## src/rtl/ccd_pkg.sv

```systemverilog
// Package for the crank/cam trigger decoder.
// Holds the configuration and result types and the command, register and filter codes.
// No dependencies.
package ccd_pkg;

    localparam int TS_W       = 32;
    localparam int CFG_IDX_W  = 2;
    localparam int CFG_DATA_W = 8;

    // Edge source codes.
    localparam logic CMD_CRANK = 1'b0;
    localparam logic CMD_CAM   = 1'b1;

    // Configuration register indexes.
    localparam logic [CFG_IDX_W-1:0] REG_CRANK_TEETH = 2'd0;
    localparam logic [CFG_IDX_W-1:0] REG_RESYNC      = 2'd1;
    localparam logic [CFG_IDX_W-1:0] REG_FILTER      = 2'd2;

    // Crank filter levels.
    localparam logic [1:0] FILT_OFF     = 2'd0;
    localparam logic [1:0] FILT_QUARTER = 2'd1;
    localparam logic [1:0] FILT_HALF    = 2'd2;
    localparam logic [1:0] FILT_3QUART  = 2'd3;

    localparam logic [7:0] RST_CRANK_TEETH = 8'd4;
    localparam logic       RST_RESYNC      = 1'b0;
    localparam logic [1:0] RST_FILTER      = FILT_QUARTER;

    // The previous crank time is placed this far back when sync is forced from a cam pulse.
    localparam logic [31:0] RPM_FIX_OFFSET = 32'd1500000;

    typedef struct packed {
        logic [7:0] crank_teeth;
        logic       resync_enable;
        logic [1:0] filter_level;
    } t_cfg;

    typedef struct packed {
        logic            accepted;
        logic [7:0]      tooth_number;
        logic            in_sync;
        logic            second_revolution;
        logic [15:0]     revolutions;
        logic [7:0]      sync_losses;
        logic [TS_W-1:0] last_tooth_time;
        logic [TS_W-1:0] prev_tooth_time;
        logic [TS_W-1:0] tooth_one_time;
        logic [TS_W-1:0] prev_tooth_one_time;
    } t_result;

endpackage

```

## src/rtl/ccd_ifs.sv

```systemverilog
// Handshake interfaces of the crank/cam trigger decoder: edge events in, results out.
// Depends on ccd_pkg.
interface ccd_edge_if import ccd_pkg::*; ();
    logic            valid;
    logic            ready;
    logic            cmd;
    logic [TS_W-1:0] timestamp;

    modport source (output valid, cmd, timestamp, input ready);
    modport sink   (input valid, cmd, timestamp, output ready);
endinterface

interface ccd_result_if import ccd_pkg::*; ();
    logic            valid;
    logic            ready;
    logic            accepted;
    logic [7:0]      tooth_number;
    logic            in_sync;
    logic            second_revolution;
    logic [15:0]     revolutions;
    logic [7:0]      sync_losses;
    logic [TS_W-1:0] last_tooth_time;
    logic [TS_W-1:0] prev_tooth_time;
    logic [TS_W-1:0] tooth_one_time;
    logic [TS_W-1:0] prev_tooth_one_time;

    modport source (output valid, accepted, tooth_number, in_sync, second_revolution,
                    revolutions, sync_losses, last_tooth_time, prev_tooth_time,
                    tooth_one_time, prev_tooth_one_time, input ready);
    modport sink   (input valid, accepted, tooth_number, in_sync, second_revolution,
                    revolutions, sync_losses, last_tooth_time, prev_tooth_time,
                    tooth_one_time, prev_tooth_one_time, output ready);
endinterface

```

## src/rtl/ccd_in_reg.sv

```systemverilog
// Input register of the crank/cam trigger decoder: holds one edge event.
// Depends on ccd_pkg.
module ccd_in_reg import ccd_pkg::*; (
    input  logic            i_clk,
    input  logic            i_rst_n,
    input  logic            i_valid,
    input  logic            i_cmd,
    input  logic [TS_W-1:0] i_timestamp,
    input  logic            i_advance,
    output logic            o_ready,
    output logic            o_valid,
    output logic            o_cmd,
    output logic [TS_W-1:0] o_timestamp
);

    logic            r_valid;
    logic            r_cmd;
    logic [TS_W-1:0] r_timestamp;

    // The register frees up in the same cycle its event moves on.
    assign o_ready = !r_valid || i_advance;

    always_ff @(posedge i_clk) begin
        if (!i_rst_n) begin
            r_valid <= 1'b0;
        end else if (o_ready) begin
            r_valid <= i_valid;
        end
    end

    always_ff @(posedge i_clk) begin
        if (o_ready && i_valid) begin
            r_cmd       <= i_cmd;
            r_timestamp <= i_timestamp;
        end
    end

    assign o_valid     = r_valid;
    assign o_cmd       = r_cmd;
    assign o_timestamp = r_timestamp;

endmodule

```

## src/rtl/ccd_core.sv

```systemverilog
// Decoder state and the single-pass update for one crank or cam edge.
// Depends on ccd_pkg.
module ccd_core import ccd_pkg::*; #(
    parameter int TIME_BITS = 32
) (
    input  logic            i_clk,
    input  logic            i_rst_n,
    input  t_cfg            i_cfg,
    input  logic            i_fire,
    input  logic            i_cmd,
    input  logic [TS_W-1:0] i_timestamp,
    output t_result         o_result
);

    typedef logic [TIME_BITS-1:0] t_time;

    function automatic t_time gap_x1_5(t_time g);
        logic [TIME_BITS:0] s;
        s = {1'b0, g} + {2'b00, g[TIME_BITS-1:1]};
        return s[TIME_BITS] ? '1 : s[TIME_BITS-1:0];
    endfunction

    function automatic t_time gap_x4(t_time g);
        return (g[TIME_BITS-1:TIME_BITS-2] != 2'b00) ? '1 : {g[TIME_BITS-3:0], 2'b00};
    endfunction

    function automatic t_time crank_filter_of(t_time g, logic [1:0] level);
        t_time f;
        unique case (level)
            FILT_OFF:     f = '0;
            FILT_QUARTER: f = g >> 2;
            FILT_HALF:    f = g >> 1;
            FILT_3QUART:  f = (g >> 1) + (g >> 2) + t_time'(g[1:0] == 2'b11);
            default:      f = '0;
        endcase
        return f;
    endfunction

    logic [7:0]  r_tooth_count, n_tooth_count;
    logic [7:0]  r_sync_check, n_sync_check;
    logic [7:0]  r_cam_count, n_cam_count;
    t_time       r_crank_filter, n_crank_filter;
    t_time       r_cam_filter, n_cam_filter;
    t_time       r_last_gap, n_last_gap;
    t_time       r_crank_time, n_crank_time;
    t_time       r_crank_prev_time, n_crank_prev_time;
    t_time       r_cam_time, n_cam_time;
    t_time       r_first_time, n_first_time;
    t_time       r_first_prev_time, n_first_prev_time;
    logic        r_sync, n_sync;
    logic        r_phase, n_phase;
    logic [15:0] r_rev_count, n_rev_count;
    logic [7:0]  r_loss_count, n_loss_count;

    t_time      t;
    t_time      crank_gap;
    t_time      cam_gap;
    t_time      fix_time;
    logic [7:0] teeth_m1;
    logic [8:0] next_tooth;
    logic       accepted;

    assign t         = t_time'(i_timestamp);
    assign crank_gap = t - r_crank_time;
    assign cam_gap   = t - r_cam_time;
    assign fix_time  = t - t_time'(RPM_FIX_OFFSET);
    assign teeth_m1  = i_cfg.crank_teeth - 8'd1;

    always_comb begin
        n_tooth_count     = r_tooth_count;
        n_sync_check      = r_sync_check;
        n_cam_count       = r_cam_count;
        n_crank_filter    = r_crank_filter;
        n_cam_filter      = r_cam_filter;
        n_last_gap        = r_last_gap;
        n_crank_time      = r_crank_time;
        n_crank_prev_time = r_crank_prev_time;
        n_cam_time        = r_cam_time;
        n_first_time      = r_first_time;
        n_first_prev_time = r_first_prev_time;
        n_sync            = r_sync;
        n_phase           = r_phase;
        n_rev_count       = r_rev_count;
        n_loss_count      = r_loss_count;
        next_tooth        = {1'b0, r_tooth_count} + 9'd1;
        accepted          = 1'b0;

        if (i_fire && i_cmd == CMD_CRANK) begin
            // The gap is recorded even when the edge is filtered out.
            n_last_gap = crank_gap;
            if (crank_gap >= r_crank_filter) begin
                accepted = 1'b1;
                if (r_sync_check != 8'd0) begin
                    n_sync_check = r_sync_check + 8'd1;
                end
                if (r_cam_filter <= crank_gap) begin
                    n_cam_filter = gap_x1_5(crank_gap);
                end
                n_crank_prev_time = r_crank_time;
                n_crank_time      = t;
                if (r_sync) begin
                    // The wrap test sees the count before it wraps at eight bits.
                    if (next_tooth == 9'd1 || next_tooth > {1'b0, i_cfg.crank_teeth}) begin
                        next_tooth        = 9'd1;
                        n_phase           = !r_phase;
                        n_first_prev_time = r_first_time;
                        n_first_time      = t;
                        n_rev_count       = r_rev_count + 16'd1;
                    end
                    n_crank_filter = crank_filter_of(crank_gap, i_cfg.filter_level);
                end else if (r_cam_count == 8'd1 && n_sync_check == 8'd4) begin
                    next_tooth = 9'd2;
                    n_sync     = 1'b1;
                    n_phase    = 1'b0;
                end
                n_tooth_count = next_tooth[7:0];
            end
        end else if (i_fire) begin
            if (cam_gap < r_cam_filter) begin
                n_cam_filter = gap_x1_5(r_last_gap);
                n_sync_check = 8'd1;
            end else begin
                accepted   = 1'b1;
                n_cam_time = t;
                if (r_cam_count == 8'd2 && r_sync_check == 8'd3) begin
                    // Cam sync pulse: gain sync, or check the tooth count against it.
                    if (!r_sync) begin
                        n_crank_time      = t;
                        n_crank_prev_time = fix_time;
                        n_tooth_count     = teeth_m1;
                        n_sync            = 1'b1;
                    end else begin
                        if (r_tooth_count != teeth_m1 && r_rev_count > 16'd2) begin
                            n_loss_count = r_loss_count + 8'd1;
                        end
                        if (i_cfg.resync_enable) begin
                            n_tooth_count = teeth_m1;
                        end
                    end
                    n_phase      = 1'b1;
                    n_cam_filter = gap_x4(r_last_gap);
                    n_cam_count  = 8'd1;
                end else if (!r_sync && r_tooth_count >= 8'd3 && r_cam_count == 8'd0) begin
                    n_crank_time      = t;
                    n_crank_prev_time = fix_time;
                    n_tooth_count     = 8'd1;
                    n_phase           = 1'b1;
                    n_sync            = 1'b1;
                end else begin
                    n_cam_filter = gap_x1_5(r_last_gap);
                    n_cam_count  = r_cam_count + 8'd1;
                    n_sync_check = 8'd1;
                end
            end
        end
    end

    always_ff @(posedge i_clk) begin
        if (!i_rst_n) begin
            r_tooth_count     <= '0;
            r_sync_check      <= '0;
            r_cam_count       <= '0;
            r_crank_filter    <= '0;
            r_cam_filter      <= '0;
            r_last_gap        <= '0;
            r_crank_time      <= '0;
            r_crank_prev_time <= '0;
            r_cam_time        <= '0;
            r_first_time      <= '0;
            r_first_prev_time <= '0;
            r_sync            <= 1'b0;
            r_phase           <= 1'b0;
            r_rev_count       <= '0;
            r_loss_count      <= '0;
        end else begin
            r_tooth_count     <= n_tooth_count;
            r_sync_check      <= n_sync_check;
            r_cam_count       <= n_cam_count;
            r_crank_filter    <= n_crank_filter;
            r_cam_filter      <= n_cam_filter;
            r_last_gap        <= n_last_gap;
            r_crank_time      <= n_crank_time;
            r_crank_prev_time <= n_crank_prev_time;
            r_cam_time        <= n_cam_time;
            r_first_time      <= n_first_time;
            r_first_prev_time <= n_first_prev_time;
            r_sync            <= n_sync;
            r_phase           <= n_phase;
            r_rev_count       <= n_rev_count;
            r_loss_count      <= n_loss_count;
        end
    end

    always_comb begin
        o_result.accepted            = accepted;
        o_result.tooth_number        = n_tooth_count;
        o_result.in_sync             = n_sync;
        o_result.second_revolution   = n_phase;
        o_result.revolutions         = n_rev_count;
        o_result.sync_losses         = n_loss_count;
        o_result.last_tooth_time     = TS_W'(n_crank_time);
        o_result.prev_tooth_time     = TS_W'(n_crank_prev_time);
        o_result.tooth_one_time      = TS_W'(n_first_time);
        o_result.prev_tooth_one_time = TS_W'(n_first_prev_time);
    end

endmodule

```

## src/rtl/ccd_out_reg.sv

```systemverilog
// Result register of the crank/cam trigger decoder, held until the sink takes it.
// Depends on ccd_pkg.
module ccd_out_reg import ccd_pkg::*; (
    input  logic    i_clk,
    input  logic    i_rst_n,
    input  logic    i_load,
    input  t_result i_result,
    input  logic    i_ready,
    output logic    o_can_load,
    output logic    o_valid,
    output t_result o_result
);

    logic    r_valid;
    t_result r_result;

    assign o_can_load = !r_valid || i_ready;

    always_ff @(posedge i_clk) begin
        if (!i_rst_n) begin
            r_valid <= 1'b0;
        end else if (o_can_load) begin
            r_valid <= i_load;
        end
    end

    always_ff @(posedge i_clk) begin
        if (i_load) begin
            r_result <= i_result;
        end
    end

    assign o_valid  = r_valid;
    assign o_result = r_result;

endmodule

```

## src/rtl/crank_cam_trigger_decoder.sv

```systemverilog
// Top level of the crank/cam trigger decoder: configuration registers and the
// input register, decode core and result register. Depends on ccd_pkg and ccd_ifs.
//
//  Port        Direction  Carries
//  i_edge      in         cmd (crank 0 / cam 1), timestamp
//  o_result    out        accepted, tooth, sync, phase, counters, edge times
//  i_cfg_*     in         write enable, register index, write data
//
// An edge passes from the input register through the decode logic into the result
// register. One edge is accepted per cycle while the result register can load; the
// decoder state updates as the edge enters the result register.
// A stalled result holds both registers; the input still takes one edge while the
// result waits. Synchronous active-low reset clears state and loads config defaults.
module crank_cam_trigger_decoder import ccd_pkg::*; #(
    parameter int TIME_BITS = 32
) (
    input  logic                  i_clk,
    input  logic                  i_rst_n,
    ccd_edge_if.sink              i_edge,
    ccd_result_if.source          o_result,
    input  logic                  i_cfg_we,
    input  logic [CFG_IDX_W-1:0]  i_cfg_idx,
    input  logic [CFG_DATA_W-1:0] i_cfg_data
);

    t_cfg            r_cfg;
    logic            s1_valid;
    logic            s1_cmd;
    logic [TS_W-1:0] s1_timestamp;
    logic            can_load;
    logic            fire;
    t_result         core_result;
    t_result         out_result;

    always_ff @(posedge i_clk) begin
        if (!i_rst_n) begin
            r_cfg.crank_teeth   <= RST_CRANK_TEETH;
            r_cfg.resync_enable <= RST_RESYNC;
            r_cfg.filter_level  <= RST_FILTER;
        end else if (i_cfg_we) begin
            unique case (i_cfg_idx)
                REG_CRANK_TEETH: r_cfg.crank_teeth   <= i_cfg_data;
                REG_RESYNC:      r_cfg.resync_enable <= i_cfg_data[0];
                REG_FILTER:      r_cfg.filter_level  <= i_cfg_data[1:0];
                default: begin
                end
            endcase
        end
    end

    ccd_in_reg u_in_reg (
        .i_clk       (i_clk),
        .i_rst_n     (i_rst_n),
        .i_valid     (i_edge.valid),
        .i_cmd       (i_edge.cmd),
        .i_timestamp (i_edge.timestamp),
        .i_advance   (can_load),
        .o_ready     (i_edge.ready),
        .o_valid     (s1_valid),
        .o_cmd       (s1_cmd),
        .o_timestamp (s1_timestamp)
    );

    assign fire = s1_valid && can_load;

    ccd_core #(
        .TIME_BITS (TIME_BITS)
    ) u_core (
        .i_clk       (i_clk),
        .i_rst_n     (i_rst_n),
        .i_cfg       (r_cfg),
        .i_fire      (fire),
        .i_cmd       (s1_cmd),
        .i_timestamp (s1_timestamp),
        .o_result    (core_result)
    );

    ccd_out_reg u_out_reg (
        .i_clk      (i_clk),
        .i_rst_n    (i_rst_n),
        .i_load     (fire),
        .i_result   (core_result),
        .i_ready    (o_result.ready),
        .o_can_load (can_load),
        .o_valid    (o_result.valid),
        .o_result   (out_result)
    );

    assign o_result.accepted            = out_result.accepted;
    assign o_result.tooth_number        = out_result.tooth_number;
    assign o_result.in_sync             = out_result.in_sync;
    assign o_result.second_revolution   = out_result.second_revolution;
    assign o_result.revolutions         = out_result.revolutions;
    assign o_result.sync_losses         = out_result.sync_losses;
    assign o_result.last_tooth_time     = out_result.last_tooth_time;
    assign o_result.prev_tooth_time     = out_result.prev_tooth_time;
    assign o_result.tooth_one_time      = out_result.tooth_one_time;
    assign o_result.prev_tooth_one_time = out_result.prev_tooth_one_time;

endmodule

```

## src/flat_wrapper.sv

```systemverilog
// flat-port wrapper written by rule: the top's interface ports become plain ports
module crank_cam_trigger_decoder_flat import ccd_pkg::*;
#(
    parameter int TIME_BITS = 32
)
  (i_clk, i_rst_n, i_cfg_we, i_cfg_idx, i_cfg_data, i_edge_valid, i_edge_cmd, i_edge_timestamp, i_edge_ready, o_result_valid, o_result_accepted, o_result_tooth_number, o_result_in_sync, o_result_second_revolution, o_result_revolutions, o_result_sync_losses, o_result_last_tooth_time, o_result_prev_tooth_time, o_result_tooth_one_time, o_result_prev_tooth_one_time, o_result_ready);
  ccd_edge_if i_edge_i ();
  ccd_result_if o_result_i ();
  input  logic i_clk;
  input  logic i_rst_n;
  input  logic i_cfg_we;
  input  logic [CFG_IDX_W-1:0] i_cfg_idx;
  input  logic [CFG_DATA_W-1:0] i_cfg_data;
  input wire logic [$bits(i_edge_i.valid)-1:0] i_edge_valid;
  input wire logic [$bits(i_edge_i.cmd)-1:0] i_edge_cmd;
  input wire logic [$bits(i_edge_i.timestamp)-1:0] i_edge_timestamp;
  output wire logic [$bits(i_edge_i.ready)-1:0] i_edge_ready;
  output wire logic [$bits(o_result_i.valid)-1:0] o_result_valid;
  output wire logic [$bits(o_result_i.accepted)-1:0] o_result_accepted;
  output wire logic [$bits(o_result_i.tooth_number)-1:0] o_result_tooth_number;
  output wire logic [$bits(o_result_i.in_sync)-1:0] o_result_in_sync;
  output wire logic [$bits(o_result_i.second_revolution)-1:0] o_result_second_revolution;
  output wire logic [$bits(o_result_i.revolutions)-1:0] o_result_revolutions;
  output wire logic [$bits(o_result_i.sync_losses)-1:0] o_result_sync_losses;
  output wire logic [$bits(o_result_i.last_tooth_time)-1:0] o_result_last_tooth_time;
  output wire logic [$bits(o_result_i.prev_tooth_time)-1:0] o_result_prev_tooth_time;
  output wire logic [$bits(o_result_i.tooth_one_time)-1:0] o_result_tooth_one_time;
  output wire logic [$bits(o_result_i.prev_tooth_one_time)-1:0] o_result_prev_tooth_one_time;
  input wire logic [$bits(o_result_i.ready)-1:0] o_result_ready;
  assign i_edge_i.valid = i_edge_valid;
  assign i_edge_i.cmd = i_edge_cmd;
  assign i_edge_i.timestamp = i_edge_timestamp;
  assign i_edge_ready = i_edge_i.ready;
  assign o_result_valid = o_result_i.valid;
  assign o_result_accepted = o_result_i.accepted;
  assign o_result_tooth_number = o_result_i.tooth_number;
  assign o_result_in_sync = o_result_i.in_sync;
  assign o_result_second_revolution = o_result_i.second_revolution;
  assign o_result_revolutions = o_result_i.revolutions;
  assign o_result_sync_losses = o_result_i.sync_losses;
  assign o_result_last_tooth_time = o_result_i.last_tooth_time;
  assign o_result_prev_tooth_time = o_result_i.prev_tooth_time;
  assign o_result_tooth_one_time = o_result_i.tooth_one_time;
  assign o_result_prev_tooth_one_time = o_result_i.prev_tooth_one_time;
  assign o_result_i.ready = o_result_ready;
  crank_cam_trigger_decoder #(.TIME_BITS(TIME_BITS)) u_core (.i_clk(i_clk), .i_rst_n(i_rst_n), .i_edge(i_edge_i), .o_result(o_result_i), .i_cfg_we(i_cfg_we), .i_cfg_idx(i_cfg_idx), .i_cfg_data(i_cfg_data));
endmodule
```

## config.mk

```make
export PLATFORM = sky130hd
export DESIGN_NAME = crank_cam_trigger_decoder_flat
export DESIGN_NICKNAME = d
export VERILOG_FILES = /design/src/rtl/ccd_pkg.sv /design/src/rtl/ccd_ifs.sv /design/src/rtl/ccd_in_reg.sv /design/src/rtl/ccd_core.sv /design/src/rtl/ccd_out_reg.sv /design/src/rtl/crank_cam_trigger_decoder.sv /design/src/flat_wrapper.sv
export SDC_FILE = /design/constraint.sdc
export NUM_CORES = 1
export LEC_CHECK = 0
export ABC_AREA = 1
export BUFFER_PORTS_ARGS = -buffer_cell sky130_fd_sc_hd__buf_2
export CAP_MARGIN = 30
export CORE_ASPECT_RATIO = 1.4
export CORE_MARGIN = 4
export CORE_UTILIZATION = 25
export CTS_BUF_LIST = sky130_fd_sc_hd__clkbuf_16
export DETAILED_ROUTE_END_ITERATION = 10
export PLACE_DENSITY_LB_ADDON = 0.25
export SETUP_SLACK_MARGIN = 0.2
export SYNTH_ARGS = -nofsm -noshare
export SYNTH_HDL_FRONTEND = slang
export SYNTH_SLANG_ARGS = --single-unit
```

## constraint.sdc

```tcl
create_clock -name i_clk -period 17 [get_ports i_clk]
set_input_delay 2.55 -clock i_clk [delete_from_list [all_inputs] [get_ports i_clk]]
set_output_delay 2.55 -clock i_clk [all_outputs]
set_load 0.005 [all_outputs]
```

* Yosys cells after proc, flatten, opt, wreduce, memory -nomap -nowiden
Index checks and enable logic that the tools add are counted.
Cells by class: add/subtract/negate cells 13, multiply operators 0, div/mod/pow operators 0, $lt $le $gt $ge 6, equality and inequality tests 18, shift-type cells 0, mux-type cells 85, bitwise operators 3, reduce and logical (&&, ||, !) cells 29
Operators with widths (count):
- 32-bit two-way mux | 32
- 8-bit two-way mux | 28
- 32-bit case mux with 4 select lines | 1
- 32-bit by 31-bit adder with 33-bit output | 2
- 16-bit two-way mux | 4
- 32-bit subtractor | 2
- 31-bit by 30-bit adder with 32-bit output | 1
- 32-bit by 1-bit adder with 32-bit output | 1
- 32-bit greater-or-equal comparator | 1
- 32-bit <= comparator | 1
- 32-bit less-than comparator | 1
- 32-bit by 21-bit subtractor with 32-bit output (second input constant) | 1
- 8-bit by 1-bit adder with 8-bit output (second input constant) | 3
- 1-bit two-way mux | 20
- 16-bit by 1-bit adder with 16-bit output (second input constant) | 1
- 8-bit by 2-bit equality test with 1-bit output (second input constant) | 2
- 16-bit by 2-bit greater-than comparator with 1-bit output (second input constant) | 1
- 4-bit AND reduction | 3
- 8-bit by 1-bit adder with 9-bit output (second input constant) | 1
- 9-bit by 1-bit equality test with 1-bit output (second input constant) | 1
- 9-bit by 8-bit greater-than comparator with 1-bit output | 1
- 2-bit equality test (second input constant) | 4
- 8-bit by 1-bit equality test with 1-bit output (second input constant) | 1
- 8-bit by 3-bit equality test with 1-bit output (second input constant) | 1
- other kinds (18) | 40
Word-level totals: flip-flop bits (word level) 515, latch bits 0, RAM bits 0, bits in read-only memories 0, input bits 48, output and inout bits 165, word-level logic and storage cells 186, memories 0

* Longest topological paths before layout
depth in word-level cells 11, depth in mapped cells 33, mapped depth without buffers 32

* Modules after synthesis
A second synthesis with hierarchy kept.
Second synthesis, totals: cell total of the unflattened synthesis 4700, area, all modules 34050.2 um^2
By module, submodules not included:
- ccd_core | instances 1, cells each 4417, area each 27556.4 um^2, sequential area each 6125.9 um^2
- ccd_out_reg | instances 1, cells each 169, area each 4941.0 um^2, sequential area each 4914.7 um^2
- ccd_in_reg | instances 1, cells each 40, area each 1042.2 um^2, sequential area each 1011.0 um^2
- crank_cam_trigger_decoder | instances 1, cells each 74, area each 510.5 um^2, sequential area each 220.2 um^2

* Worst setup path before layout
OpenSTA, ideal clock, no wires.
path kind input port to flip-flop, start input port o_result_ready, end register u_core.u_out_reg.r_result (netlist bit u_core.u_out_reg.o_result[104]), data pin, library setup time 0.258 ns, arrival time 7.581 ns, required time 16.742 ns, setup slack 9.161 ns, stages on the path 11, buffers on the path 2, cell sequence inv_1 nand2_1 nand2_1 inv_1 nand2_1 nor2_1 buf_2 clkbuf_1 o211ai_1 o211ai_1 inv_1
RTL lines:
- from (decl) | line flat_wrapper.sv:29 | input wire logic [$bits(o_result_i.ready)-1:0] o_result_ready;
- to (signal assigned) | line ccd_out_reg.sv:29 | r_result <= i_result;
- to (decl) | line ccd_out_reg.sv:15 | t_result r_result;

==> out/results.md <==
| Parameter | Reported |
|---|---|
| Synth Net Count | 5128 |
| Mapped cell area | 33980 µm² |
| DPL Wire Length | 98360 µm |
| Worst min path class | reg2reg |
| Remaining max-slew budget at the tightest pin | 0.3176 |
| Die width | 319.6 µm |
| Highest layer used for signal routing | met4 |
| Proportion of layout cells with a drive suffix above 1 | 0.08475 |
| Pre-Repair DR Iteration Count | 7 |
| Aggregate negative setup slack | 0 ps |
| Number of cells traversed by the worst hold path | 2 |
| Maximum clock rate | 0.1259 GHz |
| Total cell area at the placement stage | 37120 µm² |
| Number of flip-flops in the largest register | 163 |
| Diode insertion count for antenna repair | 0 |
| Peak supply drop | 0.00008097 V |
| Post-Route WL | 127300 µm |
| Fraction of power consumed by combinational cells | 0.403 |
| CTS Hold Buffers Added | 0 |
| Max clock buf depth | 3 |
| Primary flip-flop cell chosen by synthesis mapping | sky130_fd_sc_hd__dfxtp_1 |
| CTS Buf Count | 53 |
| Placement row count | 159 |
| Final routed wire length divided by cell count | 18.64 µm |
| Slowest library cell on the worst path | sky130_fd_sc_hd__buf_4 |
| Initial Util | 0.2523 |
| Sw Ratio | 0.4174 |
| Level count of the clock H-tree | 2 |
| Largest net degree at the start of global routing | 131 |
| RSZ-0062 raised after global routing | no |
| Congestion Overflow GR | 0 |
| Height of the die | 444.2 µm |
| Required time at the worst-slack endpoint | 17540 ps |
| I/O Buffers | 212 |
| Part of the Yosys area used for sequential elements | 0.3611 |
| DR WL met2 | 65070 µm |
| Number of nets with antenna violations after routing | 0 |
| Reg-to-reg slack, setup | 9050 ps |
| Die Outline Area | 142000 µm² |
| Clock root buffer | sky130_fd_sc_hd__clkbuf_16 |
| Maximum net fanout on the critical path | 88 |
| Design internal power | 2570 µW |
| Routability Congestion | 0.9548 |
| Static Leakage | 0.01826 µW |
| DRC errors left | 0 |
| Sort of element at the start of the critical path | flip-flop |
| Final number of max-transition violations | 0 |
| Number of vias per cell | 4.704 |
| Clock edge transition at the registers on the reported setup and hold paths | 70 ps |
| Number of different library cells in the post-synthesis netlist | 59 |
| Count of routing violations after the opening detailed-route iteration | 2061 |
| Slew at the pin closest to its max-slew limit | 1024 ps |
| Share of synthesized registers carrying an async set or reset | 0 |
| Share of power burned in registers | 0.322 |
| Library cell appearing most often on the critical path | sky130_fd_sc_hd__nand2_1 |
| Area growth from synthesis to layout | 14.32% |
| Setup crit end kind | flip-flop |
| Fraction of the cycle the final worst path needs | 0.4674 |
| Worst Clk Skew | 46.40 ps |
| TritonCTS clock tree | yes |
| Minimum clock period after layout | 7946 ps |
| Non-filler cells in the finished layout | 6833 |
| Total routing usage reported by global routing | 0.1734 |
| Maximum single-stage delay on the critical path | 730 ps |
| Clock latency on the worst-skew pair | 680 ps |
| Data arrival time of the critical path | 8490 ps |
| Cells on worst reg2reg path | 31 |
| Post-Layout Inst Area | 38850 µm² |
| Final count of negative-setup-slack endpoints | 0 |
| Number of vias in the routed layout | 32.14k |
| Number of maximum-capacitance constraint violations | 0 |
| Outcome | finished, final reports clean |
| Number of synthesized flops with an enable pin | 196 |
| Ratio of total power to cell area | 113.5 nW/µm² |
| Worst Setup Path Type | reg2reg |
| Wire length on met3 | 4733 µm |
| Top Ports | 213 |
| # fillers | 14.77k |
| Number of gates given a new drive strength after cts | 0 |
| Switching power | 1841 µW |
| Core outline area | 134700 µm² |
| Number of warnings printed during yosys synthesis | 0 |
| Gate count of the mapped netlist | 4839 |
| Final core area utilization | 0.2885 |
| Initial antenna violation count | 4 |
| Final Net Count | 5306 |
| Global-route wire length before repair | 191500 µm |
| Postcts setup bufs | 0 |
| Count of clock tree sinks | 515 |
| Number of placed instances, taps included | 6733 |
| Final Hold Vio Count | 0 |
| Clock network power share | 0.274 |
| Synth Register Bits | 515 |
| Post-route met1 wirelength | 51000 µm |
| Average instance area after synthesis | 7.023 µm² |
| Via count of the first global-routing pass | 31.32k |
metrics by stage:
step	power (µW)	hold WS (ps)	setup WS (ps)
5_1_grt	4695	476.1	8301
4_1_cts	4447	463.7	9011
6_report	4411	461.1	9054
3_5_place_dp	3216	453.3	9005
2_1_floorplan	2588	424.0	9161
3_3_place_gp	3204	445.5	9016
area by class of cell:
class                           count  area [µm²]  area share
Tap cell                         1771        2216     0.05704
Sequential cell                   515       12270      0.3159
Multi-Input combinational cell   3344       17890      0.4605
Inverter                          828        3133     0.08064
Clock buffer                       53        1326     0.03414
Timing Repair Buffer              275        1604     0.04129
Clock inverter                     47       409.1     0.01053
cell usage after synthesis (4+ instances only):
| cell | number | area, µm² |
|---|---|---|
| sky130_fd_sc_hd__nand2_1 | 1180 | 4429 |
| sky130_fd_sc_hd__inv_1 | 808 | 3033 |
| sky130_fd_sc_hd__nor2_1 | 446 | 1674 |
| sky130_fd_sc_hd__a21oi_1 | 353 | 1767 |
| sky130_fd_sc_hd__dfxtp_1 | 319 | 6386 |
| sky130_fd_sc_hd__o21ai_0 | 263 | 1316 |
| sky130_fd_sc_hd__ha_1 | 236 | 2953 |
| sky130_fd_sc_hd__nand3_1 | 233 | 1166 |
| sky130_fd_sc_hd__edfxtp_1 | 196 | 5886 |
| sky130_fd_sc_hd__clkbuf_1 | 103 | 386.6 |
| sky130_fd_sc_hd__o211ai_1 | 97 | 728.2 |
| sky130_fd_sc_hd__xor2_1 | 94 | 823.3 |
| sky130_fd_sc_hd__nor3_1 | 65 | 325.3 |
| sky130_fd_sc_hd__o21ai_1 | 61 | 305.3 |
| sky130_fd_sc_hd__nand4_1 | 59 | 369.1 |
| sky130_fd_sc_hd__xnor2_1 | 41 | 359.1 |
| sky130_fd_sc_hd__buf_2 | 23 | 115.1 |
| sky130_fd_sc_hd__nor4_1 | 23 | 143.9 |
| sky130_fd_sc_hd__or2_2 | 18 | 112.6 |
| sky130_fd_sc_hd__a31oi_1 | 17 | 106.4 |
| sky130_fd_sc_hd__o221ai_1 | 17 | 148.9 |
| sky130_fd_sc_hd__o22ai_1 | 16 | 100.1 |
| sky130_fd_sc_hd__buf_6 | 14 | 157.7 |
| sky130_fd_sc_hd__nand2_2 | 13 | 81.33 |
| sky130_fd_sc_hd__inv_2 | 12 | 45.04 |
| sky130_fd_sc_hd__nand3b_1 | 12 | 90.09 |
| sky130_fd_sc_hd__o21bai_1 | 10 | 75.07 |
| sky130_fd_sc_hd__a21boi_0 | 9 | 67.56 |
| sky130_fd_sc_hd__a21o_1 | 9 | 67.56 |
| sky130_fd_sc_hd__o31ai_1 | 9 | 67.56 |
| sky130_fd_sc_hd__a211oi_1 | 8 | 60.06 |
| sky130_fd_sc_hd__clkinv_1 | 7 | 26.28 |
| sky130_fd_sc_hd__nor2_2 | 7 | 43.79 |
| sky130_fd_sc_hd__buf_4 | 6 | 45.04 |
| sky130_fd_sc_hd__buf_1 | 5 | 18.77 |
| sky130_fd_sc_hd__fa_1 | 5 | 100.1 |
| sky130_fd_sc_hd__o21ai_2 | 5 | 43.79 |
| sky130_fd_sc_hd__and2_1 | 4 | 25.02 |
| sky130_fd_sc_hd__o2111ai_1 | 4 | 35.03 |
logic make-up after synthesis:
kind of cell	count (synthesis)	share of synthesized area
XOR/XNOR	135	0.03479
flip-flops	515	0.3611
AO/OA/AOI/OAI	895	0.1483
AND/OR/NAND/NOR	2073	0.2530
adder cells (fa/ha/maj)	241	0.08983
buffers and inverters	980	0.1130
power by group through the flow:
stage	registers [µW]	logic, µW	clock network [µW]
3_3_place_gp	1450	1750	0
6_report	1420	1780	1210
3_5_place_dp	1450	1770	0
2_1_floorplan	1440	1150	0
4_1_cts	1420	1780	1250
5_1_grt	1430	1970	1290
final timing paths:
check / start / to
max: u_core.u_in_reg.o_timestamp[0] / u_core.u_out_reg.o_result[75]
min: u_core.u_core.r_cam_time[5] / u_core.u_core.r_cam_time[5]
max reg2reg: u_core.u_in_reg.o_timestamp[0] / u_core.u_out_reg.o_result[75]
min reg2reg: u_core.u_core.r_cam_time[5] / u_core.u_core.r_cam_time[5]
critical path: cells and delay by family, from the launching register on:
family,cells,cell delay (ps)
and+or+nand+nor,14,2880
AOI/OAI and AO/OA,9,2220
buffers and inverters,4,1080
adders and majority gates,3,870
DFF,1,470
xor gates and xnor gates,1,180
routing by layer:
layer  up-vias  GRT usage
li1      16090          -
met5         -          0
met4         0    0.08149
met3       250    0.01684
met1     15040     0.1983
met2       769     0.3219
placed cells by master, fill, tap and decap left out, drive strengths merged, types with 23 or more instances in the layout:
master  instances
clkinv         29
nand4          60
nand2        1195
o21ai         329
o211ai         97
buf           275
nor2          456
a21oi         353
ha            236
xor2           94
nor4           23
clkbuf         53
nor3           65
nand3         235
dfxtp         319
xnor2          41
edfxtp        196
inv           839
Power figures use the tool's default switching activity.
